[src/rtl/tcs_pkg.sv]
// Shared types and constants of the text console cursor and scroll core.
// Used by tcs_cursor, the top level and the testbench; depends on nothing.
package tcs_pkg;

    localparam int COLUMNS      = 128;
    localparam int SCREEN_CELLS = 4096;
    localparam int ROWS         = SCREEN_CELLS / COLUMNS;

    localparam int CUR_W  = $clog2(SCREEN_CELLS);
    localparam int COL_W  = $clog2(COLUMNS);
    localparam int ROW_W  = $clog2(ROWS);
    localparam int CHAR_W = 8;

    localparam logic [CUR_W-1:0] HOME_CELL  = CUR_W'(SCREEN_CELLS - 2 * COLUMNS);
    localparam logic [CUR_W:0]   LAST_START = (CUR_W + 1)'(SCREEN_CELLS - COLUMNS);

    localparam logic [CHAR_W-1:0] CODE_BS    = 8'd8;
    localparam logic [CHAR_W-1:0] CODE_DEL   = 8'd127;
    localparam logic [CHAR_W-1:0] CODE_CR    = 8'd13;
    localparam logic [CHAR_W-1:0] CODE_LF    = 8'd10;
    localparam logic [CHAR_W-1:0] CODE_SPACE = 8'h20;

    localparam logic ACT_PUT  = 1'b0;
    localparam logic ACT_READ = 1'b1;

    typedef struct packed {
        logic              action;
        logic [CHAR_W-1:0] char_code;
        logic [CUR_W-1:0]  cell_address;
    } t_in_item;

    typedef struct packed {
        logic [CUR_W-1:0]  cursor_position;
        logic [CHAR_W-1:0] cell_value;
        logic              scrolled;
    } t_out_item;

    typedef struct packed {
        logic [CUR_W-1:0] next_cursor;
        logic             store;
        logic             scroll;
    } t_put_res;

endpackage

[src/rtl/tcs_cursor.sv]
// Next-cursor logic for a put item: control codes, store decision and scroll detect.
// Depends on tcs_pkg.
module tcs_cursor
    import tcs_pkg::*;
(
    input  logic [CUR_W-1:0]  i_cursor,
    input  logic [CHAR_W-1:0] i_code,
    output t_put_res          o_res
);

    logic [CUR_W:0]   w_ext;
    logic [CUR_W:0]   w_line;
    logic [CUR_W:0]   w_next;
    logic [COL_W-1:0] w_col;
    logic             w_store;
    logic             w_scroll;

    always_comb begin
        w_ext   = {1'b0, i_cursor};
        w_col   = i_cursor[COL_W-1:0];
        w_line  = {1'b0, i_cursor[CUR_W-1:COL_W], {COL_W{1'b0}}};
        w_store = 1'b0;
        priority if (i_code == CODE_BS || i_code == CODE_DEL) begin
            w_next = (w_col != '0) ? w_ext - (CUR_W + 1)'(1) : w_ext;
        end else if (i_code == CODE_CR) begin
            w_next = w_line;
        end else if (i_code == CODE_LF) begin
            w_next = w_line + (CUR_W + 1)'(COLUMNS);
        end else begin
            w_next  = w_ext + (CUR_W + 1)'(1);
            w_store = 1'b1;
        end
        w_scroll = (w_next >= LAST_START);
    end

    assign o_res.next_cursor = w_scroll ? HOME_CELL : w_next[CUR_W-1:0];
    assign o_res.store       = w_store;
    assign o_res.scroll      = w_scroll;

endmodule

[config.mk]
export PLATFORM = sky130hd
export DESIGN_NAME = tcs_cursor
export DESIGN_NICKNAME = d
export VERILOG_FILES = /design/src/rtl/tcs_pkg.sv /design/src/rtl/tcs_cursor.sv
export SDC_FILE = /design/constraint.sdc
export NUM_CORES = 1
export LEC_CHECK = 0
export ABC_AREA = 1
export BUFFER_PORTS_ARGS = -buffer_cell sky130_fd_sc_hd__buf_2
export CAP_MARGIN = 0
export CORE_MARGIN = 2
export CORE_UTILIZATION = 50
export DETAILED_ROUTE_END_ITERATION = 16
export PLACE_DENSITY = 0.87
export SYNTH_ARGS = -nofsm -noshare
export SYNTH_HDL_FRONTEND = slang
export SYNTH_SLANG_ARGS = --single-unit
[constraint.sdc]
create_clock -name vclk -period 3.1
set_input_delay 0.31 -clock vclk [all_inputs]
set_output_delay 0.31 -clock vclk [all_outputs]
set_load 0.1 [all_outputs]
==> qor.yml <==
p_leak_uw: 0.000680
stdcell_count: 250
drt_iter0_markers: 40
route.detailed.drc: 0
rows: 16
grt_pass1_wl_mm: 4.06
die_w_um: 49.9
dp_cells: 250
synth_area_um2: 1050
max_freq_mhz: 397
die_y_um: 49.9
drt-pass1-iter-count: 4
ir_worst_vdd_mv: 0.127
pwr_density_cell_nw_per_um2: 170
flops_and_latches: 0
dpl_cell_area_um2: 1230
cts_hold_buf: 0
dp_slack_ps: 582
overflow: 0
yosysWarnings: 0
required_ps: 2790
finalSetupViolCount: 0
status: "completed"
post_drt_wl_per_cell_um: 9.58
gp_congestion: 0.931
nets: 251
worst_hold_path_type: "in2out"
ant_nets: 0
register_area_um2: 0
final_core_util_pct: 62.2
final_common_cell: "nand2_1"
grt_max_degree: 10
tightest_slew_ps: 556
yosysSeqAreaShare_pct: 0
dpl.hpwl_mm: 2.09
hold_violations: 0
cts_setup_buffers: 0
drive_gt1_share_pct: 32.3
ctsResizeCount: 0
synth.net_count: 218
critical_path.max_fanout: 9
route.vias.total: 1242
critPathArrivalTime_ps: 2210
syn_avg_cell_area_um2: 5.49
crit_type: "in2out"
min_period_ps: 2520
syn_inst: 192
fin_crit_sh_pct: 81.3
io_buffers: 34
hold_path_end: "o_res[13]"
antenna_found_initial: 0
tns_ps: 0
worstHoldPathCells: 6
crit_path_end_kind: "primary output"
final_cell_mix: "nand2_1, buf_2, inv_1"
vias_per_cell: 4.97
rsz0062_at_grt: "no"
grt_pass1_vias: 991
maxCapViolCount: 0
n_clock_buffer: 0
relSlewSlack_pct: 62.8
core_area_um2: 1980
wl_mm: 2.40
dieArea_um2: 2490
synth_cell_types: 28
area_growth_pct: 16.8
pin_count: 34
report.final.slew_viol_count: 0
setup_slack_ps: 579
track_usage_pct: 19.5
cp-start-kind: "input port"
diodes: 0
start_util_pct: 53.2
final_area_um2: 1230
hold_start: "i_cursor[11]"
-- critical path, cell delays in order --
cell and delay (ps):
buf_2 150, ha_1 220, nand3_2 130, nor2_4 150, nand2_2 80, nand2_2 70, nand3_2 80, nand2_1 70
nand2_1 50, nand2_2 60, nand2_1 60, nor2_2 120, nand2_4 100, nand2_8 110, buf_2 440
-- power by group --
| part | total (uW) | leakage (uW) | internal (uW) | switching [uW] |
|---|---|---|---|---|
| Sequential | 0 | 0 | 0 | 0 |
| Clock | 0 | 0 | 0 | 0 |
| Combinational | 209 | 0.000680 | 47.3 | 162 |
-- worst max path at each step --
stage           startpoint       end  cells past startpoint
2_1_floorplan    i_code[7]  o_res[2]                     12
3_3_place_gp   i_cursor[0]  o_res[0]                     15
3_5_place_dp   i_cursor[0]  o_res[0]                     15
4_1_cts        i_cursor[0]  o_res[0]                     15
5_1_grt          i_code[5]  o_res[0]                     15
6_report       i_cursor[0]  o_res[0]                     15
-- Yosys cell counts, types with 2 or more instances --
master / n / share of area (%)
nand2_1: 55 / 20
nor2_2: 13 / 7.7
o21ai_0: 4 / 1.9
nand2_2: 7 / 4.2
nor2_1: 19 / 6.8
inv_2: 6 / 2.1
xor2_1: 8 / 6.6
nand3b_1: 2 / 1.4
a32oi_1: 2 / 1.7
a22oi_1: 2 / 1.4
nand3_2: 2 / 1.9
buf_4: 2 / 1.4
inv_1: 27 / 9.6
nor3_2: 2 / 1.9
nand3_1: 17 / 8.1
nand4_1: 3 / 1.8
nor2_4: 3 / 3.2
nand2_4: 2 / 2.1
a21oi_1: 2 / 0.95
ha_1: 6 / 7.1
-- routing by layer --
metal / track usage (%) / vias to the layer above / part of all wire [%]
li1: - / 660 / -
met1: 29.3 / 542 / 50
met2: 32.4 / 40 / 45
met3: 0.303 / 0 / 4.9
met4: 0.926 / 0 / 0
met5: 0 / - / 0
-- metrics by stage --
stage / hold WS (ps) / total power, uW
2_1_floorplan: 950 / 166
3_3_place_gp: 1300 / 207
3_5_place_dp: 1290 / 208
4_1_cts: 1290 / 209
5_1_grt: 1340 / 224
6_report: 1290 / 209
-- logic make-up after synthesis --
group	after synthesis	synth area share (%)
AOI/OAI and AO/OA	13	7.95
buffers and inverters	36	14.2
xor gates and xnor gates	9	8.19
adders and majority gates	6	7.12
and+or+nand+nor	128	62.5
-- area by class of cell --
cell class,instances,area (um^2)
fillers,207,749
inverters,33,124
multi-input cells,156,905
well taps,27,33.8
repair buffers,34,170
(Power assumes the default switching activity.)
